### src/hdl/safp_pkg.sv
// Shared types and constants for the servo angle frame parser.
// No dependencies; imported by every module of the block.
package safp_pkg;

  // Number of servos held in the angle table.
  localparam int unsigned SERVO_COUNT = 16;
  localparam int unsigned SERVO_IDX_W = (SERVO_COUNT > 1) ? $clog2(SERVO_COUNT) : 1;

  // Reply frame layout: #IIIPAAAA!
  localparam int unsigned FRAME_LEN = 10;
  localparam int unsigned POS_W     = $clog2(FRAME_LEN + 1);

  // Characters of the reply format.
  localparam logic [7:0] CH_START = 8'h23;  // '#'
  localparam logic [7:0] CH_END   = 8'h21;  // '!'
  localparam logic [7:0] CH_P     = 8'h50;  // 'P'
  localparam logic [7:0] CH_ZERO  = 8'h30;  // '0'

  // Register reset values.
  localparam logic [15:0] LOW_LIMIT_RESET  = 16'd500;
  localparam logic [15:0] HIGH_LIMIT_RESET = 16'd2500;

  // Depth of the queue between the parser and the table.
  localparam int unsigned QUEUE_DEPTH = 2;
  localparam int unsigned QPTR_W      = $clog2(QUEUE_DEPTH);
  localparam int unsigned QCNT_W      = $clog2(QUEUE_DEPTH + 1);

  // Kind of an incoming item.
  typedef enum logic {
    CMD_BYTE  = 1'b0,
    CMD_QUERY = 1'b1
  } cmd_e;

  // Configuration register indexes.
  typedef enum logic {
    REG_LOW_LIMIT  = 1'b0,
    REG_HIGH_LIMIT = 1'b1
  } reg_idx_e;

  // Operation handed from the parser to the table.
  typedef struct packed {
    cmd_e        kind;   // CMD_BYTE: store decoded angle, CMD_QUERY: read back
    logic [7:0]  id;
    logic [15:0] angle;
  } op_t;

endpackage

### src/hdl/safp_front.sv
// Front end of the servo angle frame parser: accepts items, tracks the
// reply frame and turns complete replies and queries into table operations.
// Depends on safp_pkg.
module safp_front
  import safp_pkg::*;
(
  input  logic       clk_i,
  input  logic       rst_ni,
  input  logic       in_valid_i,
  output logic       in_ready_o,
  input  cmd_e       in_kind_i,
  input  logic [7:0] in_byte_i,
  input  logic [7:0] in_query_id_i,
  output logic       push_o,
  output op_t        push_op_o,
  input  logic       queue_full_i
);

  logic [POS_W-1:0] pos_q, pos_d, pos_next;
  logic [7:0]       id_q, id_d;
  logic [15:0]      angle_q, angle_d;
  logic             p_ok_q, p_ok_d;
  logic             accept;
  logic             take_byte;
  logic             frame_end;
  logic [7:0]       digit8;
  logic [15:0]      digit16;

  assign in_ready_o = !queue_full_i;
  assign accept     = in_valid_i && in_ready_o;
  assign take_byte  = accept && (in_kind_i == CMD_BYTE);

  // Digit values wrap at the width of the number they feed.
  assign digit8  = in_byte_i - CH_ZERO;
  assign digit16 = {8'd0, in_byte_i} - {8'd0, CH_ZERO};

  // Position after storing the byte; a full frame stays full.
  assign pos_next = (pos_q != '0 && pos_q < POS_W'(FRAME_LEN)) ? pos_q + POS_W'(1) : pos_q;

  // A terminator on a full frame ends it, decoded or not.
  assign frame_end = take_byte && (in_byte_i != CH_START) && (in_byte_i == CH_END)
                     && (pos_next == POS_W'(FRAME_LEN));

  // Frame tracking: ID and angle are accumulated digit by digit.
  always_comb begin
    pos_d   = pos_q;
    id_d    = id_q;
    angle_d = angle_q;
    p_ok_d  = p_ok_q;
    if (take_byte) begin
      if (in_byte_i == CH_START) begin
        pos_d   = POS_W'(1);
        id_d    = '0;
        angle_d = '0;
        p_ok_d  = 1'b0;
      end else begin
        if (pos_q >= POS_W'(1) && pos_q <= POS_W'(3)) begin
          id_d = 8'(id_q * 8'd10) + digit8;
        end
        if (pos_q == POS_W'(4)) begin
          p_ok_d = (in_byte_i == CH_P);
        end
        if (pos_q >= POS_W'(5) && pos_q <= POS_W'(8)) begin
          angle_d = 16'(angle_q * 16'd10) + digit16;
        end
        pos_d = frame_end ? '0 : pos_next;
      end
    end
  end

  always_ff @(posedge clk_i or negedge rst_ni) begin
    if (!rst_ni) begin
      pos_q <= '0;
    end else begin
      pos_q <= pos_d;
    end
  end

  // Payload of the frame needs no reset: a start character sets it.
  always_ff @(posedge clk_i) begin
    id_q    <= id_d;
    angle_q <= angle_d;
    p_ok_q  <= p_ok_d;
  end

  // Queries always go to the table; replies only when well formed and in range.
  always_comb begin
    push_o          = 1'b0;
    push_op_o.kind  = in_kind_i;
    push_op_o.id    = id_q;
    push_op_o.angle = angle_q;
    if (accept && in_kind_i == CMD_QUERY) begin
      push_o       = 1'b1;
      push_op_o.id = in_query_id_i;
    end else if (frame_end && p_ok_q && (32'(id_q) < SERVO_COUNT)) begin
      push_o = 1'b1;
    end
  end

`ifndef ASSERT_OFF
  // The frame position never runs past a full frame.
  assert property (@(posedge clk_i) disable iff (!rst_ni) pos_q <= POS_W'(FRAME_LEN))
    else $error("frame position out of range");
  // A decoded reply always leaves the parser waiting for a new start character.
  assert property (@(posedge clk_i) disable iff (!rst_ni) frame_end |=> pos_q == '0)
    else $error("frame not closed after terminator");
`endif

endmodule

### src/hdl/safp_queue.sv
// Short in-order queue of table operations between parser and table.
// Depends on safp_pkg.
module safp_queue
  import safp_pkg::*;
(
  input  logic clk_i,
  input  logic rst_ni,
  input  logic push_i,
  input  op_t  push_op_i,
  output logic full_o,
  input  logic pop_i,
  output logic empty_o,
  output op_t  head_o
);

  op_t              mem_q [QUEUE_DEPTH];
  logic [QPTR_W-1:0] wr_ptr_q, rd_ptr_q;
  logic [QCNT_W-1:0] count_q;
  logic              do_push, do_pop;

  assign full_o  = (count_q == QCNT_W'(QUEUE_DEPTH));
  assign empty_o = (count_q == '0);
  assign do_push = push_i && !full_o;
  assign do_pop  = pop_i && !empty_o;
  assign head_o  = mem_q[rd_ptr_q];

  // Pointers and fill level.
  always_ff @(posedge clk_i or negedge rst_ni) begin
    if (!rst_ni) begin
      wr_ptr_q <= '0;
      rd_ptr_q <= '0;
      count_q  <= '0;
    end else begin
      if (do_push) begin
        wr_ptr_q <= (wr_ptr_q == QPTR_W'(QUEUE_DEPTH - 1)) ? '0 : wr_ptr_q + QPTR_W'(1);
      end
      if (do_pop) begin
        rd_ptr_q <= (rd_ptr_q == QPTR_W'(QUEUE_DEPTH - 1)) ? '0 : rd_ptr_q + QPTR_W'(1);
      end
      if (do_push && !do_pop) begin
        count_q <= count_q + QCNT_W'(1);
      end else if (do_pop && !do_push) begin
        count_q <= count_q - QCNT_W'(1);
      end
    end
  end

  // Entry storage.
  always_ff @(posedge clk_i) begin
    if (do_push) begin
      mem_q[wr_ptr_q] <= push_op_i;
    end
  end

`ifndef ASSERT_OFF
  // The parser never offers an operation while the queue is full.
  assert property (@(posedge clk_i) disable iff (!rst_ni) full_o |-> !push_i)
    else $error("push into full queue");
  // The table never takes from an empty queue.
  assert property (@(posedge clk_i) disable iff (!rst_ni) empty_o |-> !pop_i)
    else $error("pop from empty queue");
`endif

endmodule

### src/hdl/safp_back.sv
// Back end of the servo angle frame parser: angle table, fresh flags,
// limit registers and the registered result stage.
// Depends on safp_pkg.
module safp_back
  import safp_pkg::*;
(
  input  logic        clk_i,
  input  logic        rst_ni,
  input  logic        empty_i,
  input  op_t         head_i,
  output logic        pop_o,
  input  logic        cfg_valid_i,
  input  reg_idx_e    cfg_index_i,
  input  logic [15:0] cfg_data_i,
  output logic        out_valid_o,
  input  logic        out_ready_i,
  output logic        out_fresh_o,
  output logic        out_angle_valid_o,
  output logic [15:0] out_angle_o
);

  logic [15:0]          table_q [SERVO_COUNT];
  logic [SERVO_COUNT-1:0] fresh_q;
  logic [15:0]          low_q, high_q;
  logic                 out_valid_q;
  logic                 out_fresh_q, out_ok_q;
  logic [15:0]          out_angle_q;
  logic                 is_query;
  logic                 slot_free;
  logic [SERVO_IDX_W-1:0] idx;
  logic                 id_hit;
  logic                 rd_fresh;
  logic [15:0]          rd_angle;
  logic                 in_limits;

  assign is_query  = (head_i.kind == CMD_QUERY);
  assign slot_free = !out_valid_q || out_ready_i;
  assign pop_o     = !empty_i && (!is_query || slot_free);

  // Table lookup for the operation at the head of the queue.
  assign idx       = head_i.id[SERVO_IDX_W-1:0];
  assign id_hit    = (32'(head_i.id) < SERVO_COUNT);
  assign rd_fresh  = id_hit && fresh_q[idx];
  assign rd_angle  = table_q[idx];
  assign in_limits = (rd_angle > low_q) && (rd_angle < high_q);

  // Limit registers.
  always_ff @(posedge clk_i or negedge rst_ni) begin
    if (!rst_ni) begin
      low_q  <= LOW_LIMIT_RESET;
      high_q <= HIGH_LIMIT_RESET;
    end else if (cfg_valid_i) begin
      unique case (cfg_index_i)
        REG_LOW_LIMIT:  low_q  <= cfg_data_i;
        REG_HIGH_LIMIT: high_q <= cfg_data_i;
        default: ;
      endcase
    end
  end

  // Angle table and fresh flags: replies store and mark, queries clear.
  always_ff @(posedge clk_i or negedge rst_ni) begin
    if (!rst_ni) begin
      for (int i = 0; i < SERVO_COUNT; i++) begin
        table_q[i] <= '0;
      end
      fresh_q <= '0;
    end else if (pop_o) begin
      if (!is_query) begin
        table_q[idx] <= head_i.angle;
        fresh_q[idx] <= 1'b1;
      end else if (id_hit) begin
        fresh_q[idx] <= 1'b0;
      end
    end
  end

  // Result register: loaded by a query, emptied when the transaction completes.
  always_ff @(posedge clk_i or negedge rst_ni) begin
    if (!rst_ni) begin
      out_valid_q <= 1'b0;
    end else if (pop_o && is_query) begin
      out_valid_q <= 1'b1;
    end else if (out_ready_i) begin
      out_valid_q <= 1'b0;
    end
  end

  always_ff @(posedge clk_i) begin
    if (pop_o && is_query) begin
      out_fresh_q <= rd_fresh;
      out_ok_q    <= rd_fresh && in_limits;
      out_angle_q <= (rd_fresh && in_limits) ? rd_angle : '0;
    end
  end

  assign out_valid_o       = out_valid_q;
  assign out_fresh_o       = out_fresh_q;
  assign out_angle_valid_o = out_ok_q;
  assign out_angle_o       = out_angle_q;

`ifndef ASSERT_OFF
  // A reported angle always comes from a fresh reading.
  assert property (@(posedge clk_i) disable iff (!rst_ni)
                   out_valid_q && out_ok_q |-> out_fresh_q)
    else $error("angle reported without fresh reading");
  // An angle that is not reported reads as zero.
  assert property (@(posedge clk_i) disable iff (!rst_ni)
                   out_valid_q && !out_ok_q |-> out_angle_q == '0)
    else $error("unreported angle not zero");
`endif

endmodule

### src/hdl/servo_angle_frame_parser.sv
// Top level of the servo angle frame parser: parser front end, operation
// queue and angle table back end. Depends on safp_pkg, safp_front,
// safp_queue and safp_back.
//
//  Channel   Dir  Handshake                       Contents
//  s_axis    in   s_axis_tvalid / s_axis_tready   tuser: command; tdata: rx_byte, query_id
//  m_axis    out  m_axis_tvalid / m_axis_tready   tuser: fresh, angle_valid; tdata: angle
//  cfg       in   cfg_valid_i / cfg_ready_o       cfg_index_i, cfg_data_i (limit registers)
//
// One item is accepted per cycle while the operation queue has room. A query
// enters the queue at the edge that accepts it; its result is loaded into the
// result register through the table read when it is popped. Received bytes give no result.
// After reset the limits are 500 and 2500, the table is zero and no reading
// is fresh. A stalled result stage holds queries in the two-entry queue;
// the input stalls only once that queue is full.
module servo_angle_frame_parser
  import safp_pkg::*;
(
  input  logic        clk_i,
  input  logic        rst_ni,
  input  logic        s_axis_tvalid,
  output logic        s_axis_tready,
  input  logic        s_axis_tuser,   // [0] command
  input  logic [15:0] s_axis_tdata,   // [7:0] rx_byte, [15:8] query_id
  output logic        m_axis_tvalid,
  input  logic        m_axis_tready,
  output logic [1:0]  m_axis_tuser,   // [0] fresh, [1] angle_valid
  output logic [15:0] m_axis_tdata,   // [15:0] angle
  input  logic        cfg_valid_i,
  output logic        cfg_ready_o,
  input  logic        cfg_index_i,
  input  logic [15:0] cfg_data_i
);

  logic push, full, pop, empty;
  op_t  push_op, head;

  // Configuration writes are always taken.
  assign cfg_ready_o = 1'b1;

  safp_front u_front (
    .clk_i         (clk_i),
    .rst_ni        (rst_ni),
    .in_valid_i    (s_axis_tvalid),
    .in_ready_o    (s_axis_tready),
    .in_kind_i     (cmd_e'(s_axis_tuser)),
    .in_byte_i     (s_axis_tdata[7:0]),
    .in_query_id_i (s_axis_tdata[15:8]),
    .push_o        (push),
    .push_op_o     (push_op),
    .queue_full_i  (full)
  );

  safp_queue u_queue (
    .clk_i     (clk_i),
    .rst_ni    (rst_ni),
    .push_i    (push),
    .push_op_i (push_op),
    .full_o    (full),
    .pop_i     (pop),
    .empty_o   (empty),
    .head_o    (head)
  );

  safp_back u_back (
    .clk_i             (clk_i),
    .rst_ni            (rst_ni),
    .empty_i           (empty),
    .head_i            (head),
    .pop_o             (pop),
    .cfg_valid_i       (cfg_valid_i && cfg_ready_o),
    .cfg_index_i       (reg_idx_e'(cfg_index_i)),
    .cfg_data_i        (cfg_data_i),
    .out_valid_o       (m_axis_tvalid),
    .out_ready_i       (m_axis_tready),
    .out_fresh_o       (m_axis_tuser[0]),
    .out_angle_valid_o (m_axis_tuser[1]),
    .out_angle_o       (m_axis_tdata)
  );

endmodule

### config.mk
export PLATFORM = sky130hd
export DESIGN_NAME = servo_angle_frame_parser
export DESIGN_NICKNAME = d
export VERILOG_FILES = /design/src/hdl/safp_pkg.sv /design/src/hdl/safp_front.sv /design/src/hdl/safp_queue.sv /design/src/hdl/safp_back.sv /design/src/hdl/servo_angle_frame_parser.sv
export SDC_FILE = /design/constraint.sdc
export NUM_CORES = 1
export LEC_CHECK = 0
export ABC_AREA = 1
export BUFFER_PORTS_ARGS = -buffer_cell sky130_fd_sc_hd__buf_2
export CORE_UTILIZATION = 30
export DETAILED_ROUTE_END_ITERATION = 16
export GPL_TIMING_DRIVEN = 0
export HOLD_SLACK_MARGIN = 0.03
export PLACE_DENSITY_LB_ADDON = 0.2
export RECOVER_POWER = 25
export SYNTH_ARGS = -nofsm -noshare
export SYNTH_HDL_FRONTEND = slang
export SYNTH_SLANG_ARGS = --single-unit
### constraint.sdc
create_clock -name clk_i -period 6.2 [get_ports clk_i]
set_input_delay 0.62 -clock clk_i [delete_from_list [all_inputs] [get_ports clk_i]]
set_output_delay 0.62 -clock clk_i [all_outputs]
set_load 0.02 [all_outputs]
**Word-level counts from Yosys, hierarchy flattened**

Memories as Yosys holds them, arrays and structs flattened.
Cells that the tools add are included.

- Flip-flop bits (word level): 356
- Memory bits (writable): 50
- Bits of input ports: 39
- Output and inout port bits: 21
- Memories: 1

- Add/subtract/negate cells: 9
- $mul: 2
- $lt $le $gt $ge: 13
- Equality and inequality tests: 8
- Mux-type cells: 29
- Bitwise logic cells: 7
- Reductions and logical operators: 44

Memory list:

| memory | depth | width | rd ports | clocked after Yosys merged registers in | write ports | RTL line | text |
|---|---|---|---|---|---|---|---|
| u_queue.mem_q | 2 | 25 | 1 | 0 | 1 | safp_queue.sv:16 | `op_t mem_q [QUEUE_DEPTH];` |

Operators by type and width:

| kind | count |
|---|---|
| $bwmux 256 | 1 |
| $mux 16 | 6 |
| $bmux 16 s4 | 1 |
| $demux 16 s4 | 1 |
| $logic_and 1x1->1 | 22 |
| $add 16x16->16 | 1 |
| $and 16x16->16 | 1 |
| $eq 8x6->1 const B | 2 |
| $gt 16x16->1 | 1 |
| $lt 16x16->1 | 1 |
| $lt 8x5->1 const B | 2 |
| $mul 16x3->15 const B | 1 |
| $mux 8 | 2 |
| $not 16->16 | 1 |
| $or 16x16->16 | 1 |
| $reduce_and 2->1 | 7 |
| $mux 4 | 3 |
| $mux 1 | 11 |
| $reduce_bool 2->1 | 5 |
| $sub 8x6->9 const B | 1 |
| $add 8x8->8 | 1 |
| $eq 8x7->1 const B | 1 |
| $ge 4x1->1 const B | 2 |
| $mul 8x3->7 const B | 1 |
| 26 further kinds | 36 |

**Depth between registers and ports, before layout**

- Depth in word-level cells: 16
- Depth in mapped cells: 24

**Cells and area by module**

Synthesis repeated with hierarchy kept, for this count alone.

- Cells, all modules: 2219
- Area, all modules: 19874.1 um^2

By module, submodules not included:

| module | instances | cells an instance | area each (um^2) | seq. area each (um^2) |
|---|---|---|---|---|
| safp_back | 1 | 1598 | 14348.8 | 8186.6 |
| safp_front | 1 | 457 | 3457.1 | 850.8 |
| safp_queue | 1 | 162 | 2057.0 | 1601.5 |
| servo_angle_frame_parser | 1 | 2 | 11.3 | 0.0 |

**Worst setup path after synthesis**

No wires, ideal clock.

- Path kind: register -> register
- Start: register u_front.angle_q[1]
- End: register u_front.angle_q[15], data pin
- Data arrival time: 3075 ps
- Slack: 2872 ps
- Cell stages (with the launch flop): 22
- Path buffers: 0
- Path through: edfxtp_1 > ha_1 > ha_1 > fa_1 > nand3_1 > nand2_1 > a21oi_1 > o21bai_1 > nand2_1 > nand2_1 > nand2_1 > nand2_1 > or2_2 > nand2_1 > inv_1 > ha_1 > a21oi_1 > nor2_1 > a211oi_1 > nand2_1 > nor2_1 > nor2_1

- Longest elaborated chain between the ends: 3

RTL lines:

| element | RTL line | text |
|---|---|---|
| start, declared | safp_front.sv:21 | `logic [15:0] angle_q, angle_d;` |
| start signal, assigned | safp_front.sv:82 | `angle_q <= angle_d;` |
| $mul 16x3->15 | safp_front.sv:64 | `angle_d = 16'(angle_q * 16'd10) + digit16;` |
| $add 16x16->16 | safp_front.sv:64 |  |
| $mux 16 | safp_front.sv:63 | `if (pos_q >= POS_W'(5) && pos_q <= POS_W'(8)) begin` |

No other way between the ends. The select of a mux whose other input is x is not followed.
A chain may end at the register's enable or synchronous reset.

**Final worst setup path**

- Start: register u_queue.rd_ptr_q
- End: register u_back.out_angle_q[14], in the netlist u_back.out_angle_o[14], data pin

- Longest elaborated chain between the ends: 8
- Elaborated cells between the ends (all ways): 13

RTL lines:

| element | RTL line | text |
|---|---|---|
| start, declared | safp_queue.sv:17 | `logic [QPTR_W-1:0] wr_ptr_q, rd_ptr_q;` |
| start signal, assigned | safp_queue.sv:38 | `rd_ptr_q <= (rd_ptr_q == QPTR_W'(QUEUE_DEPTH - 1)) ? '0 : rd_ptr_q + QPTR_W'(1);` |
| $mem_v2 2x25 (*) | -- |  |
| $not 4->5 (not written as such) (*) | safp_back.sv:44 | `assign rd_angle = table_q[idx];` |
| $bmux 16 s4 (*) | safp_back.sv:44 |  |
| $mux 16 (not written as such) (*) (2 in series) | safp_back.sv:44 |  |
| net u_back.rd_angle[13] | safp_back.sv:33 | `logic [15:0] rd_angle;` |
| $gt 16x16->1 or $lt 16x16->1 (tied branches) | safp_back.sv:45 | `assign in_limits = (rd_angle > low_q) && (rd_angle < high_q);` |
| $logic_and 1x1->1 (*) | safp_back.sv:45 |  |
| $logic_and 1x1->1 (*) | safp_back.sv:93 | `out_angle_q <= (rd_fresh && in_limits) ? rd_angle : '0;` |
| end signal, assigned | safp_back.sv:93 |  |
| end, declared | safp_back.sv:27 | `logic [15:0] out_angle_q;` |

Mark *: on every way through the listed nets, which the timed path passes. The rest lies on a longest branch. The select of a mux whose other input is x is not followed.

==> flow_summary.json <==
{
  "reg2reg_from": "u_queue.rd_ptr_q$_DFFE_PN0P_",
  "totalPowerFinal_w": 0.0119,
  "synth_flop_cell": "dfrtp_1",
  "ctsRootBufferMaster": "clkbuf_16",
  "start_util": 0.304,
  "clock_sink_count": 406,
  "synth_top_family_by_area": "compound AO/OA/AOI/OAI gates",
  "die_w_um": 255,
  "number_of_nets_in_the_layout": 2246,
  "yosys_register_bits": 406,
  "layout.filler_cells": 6475,
  "detail_route.wirelength_um": 61300,
  "clock_path_buffers": 3,
  "routed_via_density": 5.07,
  "drtAntennaViolNets": 0,
  "synthMuxAreaShare": 0.0130,
  "hold_viol_final": 0,
  "postSynthNetCount": 2131,
  "hold_path_startpoint": "cfg_data_i[4]",
  "synthDistinctLibCells": 51,
  "clock_power_share": 0.235,
  "synth-adder-area-share": 0.0654,
  "internal_portion_of_total_power_w": 0.00690,
  "grtUsageTotal": 0.191,
  "required_ns": 6.65,
  "place.port_buffers": 58,
  "max-cap-violations": 1,
  "cts_repair_resize_count": 0,
  "crit_fanout": 10,
  "post_synth.cell_area_avg_um2": 9.63,
  "drc_violations": 0,
  "rows": 92,
  "cts_tree": "built",
  "coreArea_um2": 63200,
  "numCtsBuffers": 47,
  "max_freq_mhz": 204,
  "yosysSeqAreaShare": 0.554,
  "violations": "capacitance limit, slew limit",
  "combPwrFrac": 0.408,
  "cp_cell_sequence": "buf_6 > nand2_1 > nand2_2 > nand2_1 > buf_2 > buf_2 > o22ai_1 > o21ai_0 > nand4_1 > inv_1 > ha_1 > nand4_1 > o221ai_1 > a41oi_1 > nand2_1 > nor2_2 > nand2_4 > buf_8 > nor2_4",
  "detailedPlacementHpwl_um": 44200,
  "floorplan.io_pins": 60,
  "grt_pass1_vias": 15142,
  "drt_iter0_drc": 1142,
  "layout_worst_path_cycle_share": 0.792,
  "yosysTopAreaCell": "dfrtp_1",
  "detailedRoute.firstPassIterationCount": 5,
  "r2r_setup_slack_ns": 1.29,
  "area_growth_pct": 15.7,
  "grt_max_degree": 120,
  "total_leakage_power_nw": 9.91,
  "worst_pin_slew_ns": 2.71,
  "min_delay_path_depth": 3,
  "report.final.setup_viol": 0,
  "post_route_cells_drive_above_1_share": 0.126,
  "vdd.ir_drop.worst_uv": 211,
  "antenna_cells": 0,
  "unrepaired_setup_endpoints_after_global_routing": "no",
  "power_per_cell_area_nw_per_um2": 533,
  "r2r_end": "u_back.out_angle_o[14]$_SDFFCE_PN0P_",
  "first_pass_grt_wire_length_um": 93500,
  "timing.critical_path.max_delay_family": "simple AND/OR/NAND/NOR gates",
  "wl_met2_um": 28200,
  "netlist.area_leader.share": 0.393,
  "routed_wire_length_per_instance_um": 20.5,
  "met3RoutedLength_um": 3300,
  "syn_area_um2": 19200,
  "finalWeightedCongestion": 0.873,
  "worst_r2r_path_depth": 19,
  "fraction_of_the_mapped_netlist_area_in_compound_gates": 0.171,
  "timing_worst_setup_path_type": "flip-flop to flip-flop",
  "ys_async_sr_fraction": 0.771,
  "synth_warnings": 0,
  "period_minus_slack_ns": 4.91,
  "post_cts.repair.setup_buffers": 0,
  "synth_xor_area_frac": 0.0114,
  "final_core_utilization": 0.352,
  "number_of_max_slew_violations_in_the_final_report": 99,
  "synth.most_common_cell": "nand2_1",
  "synth_top_cells_by_count": "427 x nand2_1, 321 x o21ai_0, 302 x dfrtp_1",
  "post-place-ws_ns": 1.40,
  "worst_skew_pair.late_latency_ns": 0.59,
  "synth-edff-count": 93,
  "timing.final.ws_setup_ns": 1.29,
  "arrival_ns": 5.36,
  "finalSetupTns_ns": 0,
  "grt_overflow_total": 0,
  "p_seq_frac": 0.357,
  "critPathCaptureType": "flip-flop",
  "clkTransAtPathRegs_ns": 0.06,
  "critPathBufInv": 5,
  "wl_met1_um": 27900,
  "dieArea_um2": 65000,
  "crit_path_frequent_cell": "nand2_1",
  "worstHoldEndpoint": "u_back.low_q[4]$_DFFE_PN1P_",
  "floorplan_die_height_um": 255,
  "max-slew-margin-rel": -0.804,
  "routed-via-count": 15170,
  "antenna_found_initial": 0,
  "crit_path_start_kind": "flip-flop",
  "switching_power_share_of_the_total": 0.417,
  "critPathSlowestCell": "o21ai_0",
  "simple_gate_share_of_the_synthesized_area": 0.127,
  "post_synth_inst_count": 1994,
  "clock_tree.htree_level_count": 2,
  "worst_clock_skew_ns": 0.0193,
  "p_sw_w": 0.00495,
  "top_layer_used": "met4",
  "synth.area.top_cells": "dfrtp_1 39%, edfxtp_1 15%, o21ai_0 8.4%",
  "outcome": "complete, but fails checks",
  "timing.hold.worst.class": "primary input to flip-flop",
  "worst_path_largest_cell_delay_ns": 0.56
}
[routing by layer]
| layer | global-route usage | vias to the layer above |
|---|---|---|
| li1 | - | 7105 |
| met1 | 0.260 | 7542 |
| met2 | 0.307 | 413 |
| met3 | 0.0293 | 110 |
| met4 | 0.0695 | 0 |
| met5 | 0 | - |
[placed cells by master, fill, tap and decap left out, drive strengths merged, types with 2 or more instances in the layout]
master	count
nor3	23
clkbuf	126
o21ai	399
nand3	18
a211oi	2
nand4	17
bufinv	2
nor4	4
clkinv	9
o31ai	2
a21oi	55
buf	122
xor2	11
o21a	5
nor2	67
o221ai	2
fa	4
dfrtp	302
mux2	8
inv	158
ha	94
or2	3
nand2	434
o22ai	131
dfstp	11
mux2i	16
o2111ai	2
edfxtp	93
xnor2	14
a31oi	3
[power by group through the flow]
stage                     combinational, W  clock [W]  sequential, W
after detailed placement           0.00482          0        0.00425
after global routing               0.00538    0.00293        0.00432
after global placement             0.00470          0        0.00423
after CTS                          0.00484    0.00283        0.00421
final                              0.00484    0.00278        0.00423
after floorplan                    0.00310          0        0.00415
[timing repair]
action	4_1_cts	5_1_grt
endpoints found under the setup margin	0	0
hold endpoints to repair	24	0
hold buffers	1	0
[kinds of logic (layout without fill, tap and decap cells)]
family,Yosys count,in the layout
AOI/OAI and AO/OA,605,605
xor gates and xnor gates,25,25
adders and majority gates,98,98
buffers and inverters,267,419
DFF,406,406
muxes,24,24
other,1,1
and+or+nand+nor,568,568
[layout make-up]
type                            instances  area (um^2)  area share
Multi-Input combinational cell       1321         7460       0.336
Buffer                                113          539      0.0243
Clock inverter                         16          153     0.00687
Inverter                              154          581      0.0261
Clock buffer                           70         1380      0.0622
Timing Repair Buffer                   66          410      0.0185
Sequential cell                       406        10600       0.479
Tap cell                              846         1060      0.0476
[metrics by stage]
step	hold WS, ns	std cells	area, um^2
4_1_cts	0.240	2992	22300
3_5_place_dp	0.444	2905	20700
6_report	0.266	2992	22200
5_1_grt	0.283	2992	22200
3_3_place_gp	0.433	2898	20600
2_1_floorplan	0.324	1994	19200
[state kept, by name, summed over array words and instances, names as in the netlist, 4 cells and up, named ones only]
name	cells
u_queue.mem_q	50
u_back.high_q	16
u_front.id_q	8
u_back.table_q	256
u_back.out_angle_o	16
u_back.low_q	16
u_front.pos_q	4
u_front.angle_q	16
[how the worst max path moves through the flow]
| stage | from | to | cells past startpoint |
|---|---|---|---|
| final | u_queue.rd_ptr_q$_DFFE_PN0P_ | u_back.out_angle_o[14]$_SDFFCE_PN0P_ | 19 |
| after global routing | u_queue.rd_ptr_q$_DFFE_PN0P_ | u_back.out_angle_o[13]$_SDFFCE_PN0P_ | 19 |
| after CTS | u_queue.rd_ptr_q$_DFFE_PN0P_ | u_back.out_angle_o[14]$_SDFFCE_PN0P_ | 20 |
| after detailed placement | u_queue.rd_ptr_q$_DFFE_PN0P_ | u_back.out_angle_o[14]$_SDFFCE_PN0P_ | 20 |
| after global placement | rst_ni | u_back.low_q[15]$_DFFE_PN0P_ | 1 |
| after floorplan | u_front.angle_q[1]$_SDFFCE_PN0P_ | u_front.angle_q[15]$_SDFFCE_PN0P_ | 21 |
[tightest hold or removal path: stages]
cell     delay (ns)
buf_2          0.09
inv_1          0.05
o21ai_0        0.08
Note: power is estimated with default switching activity, not from simulation.
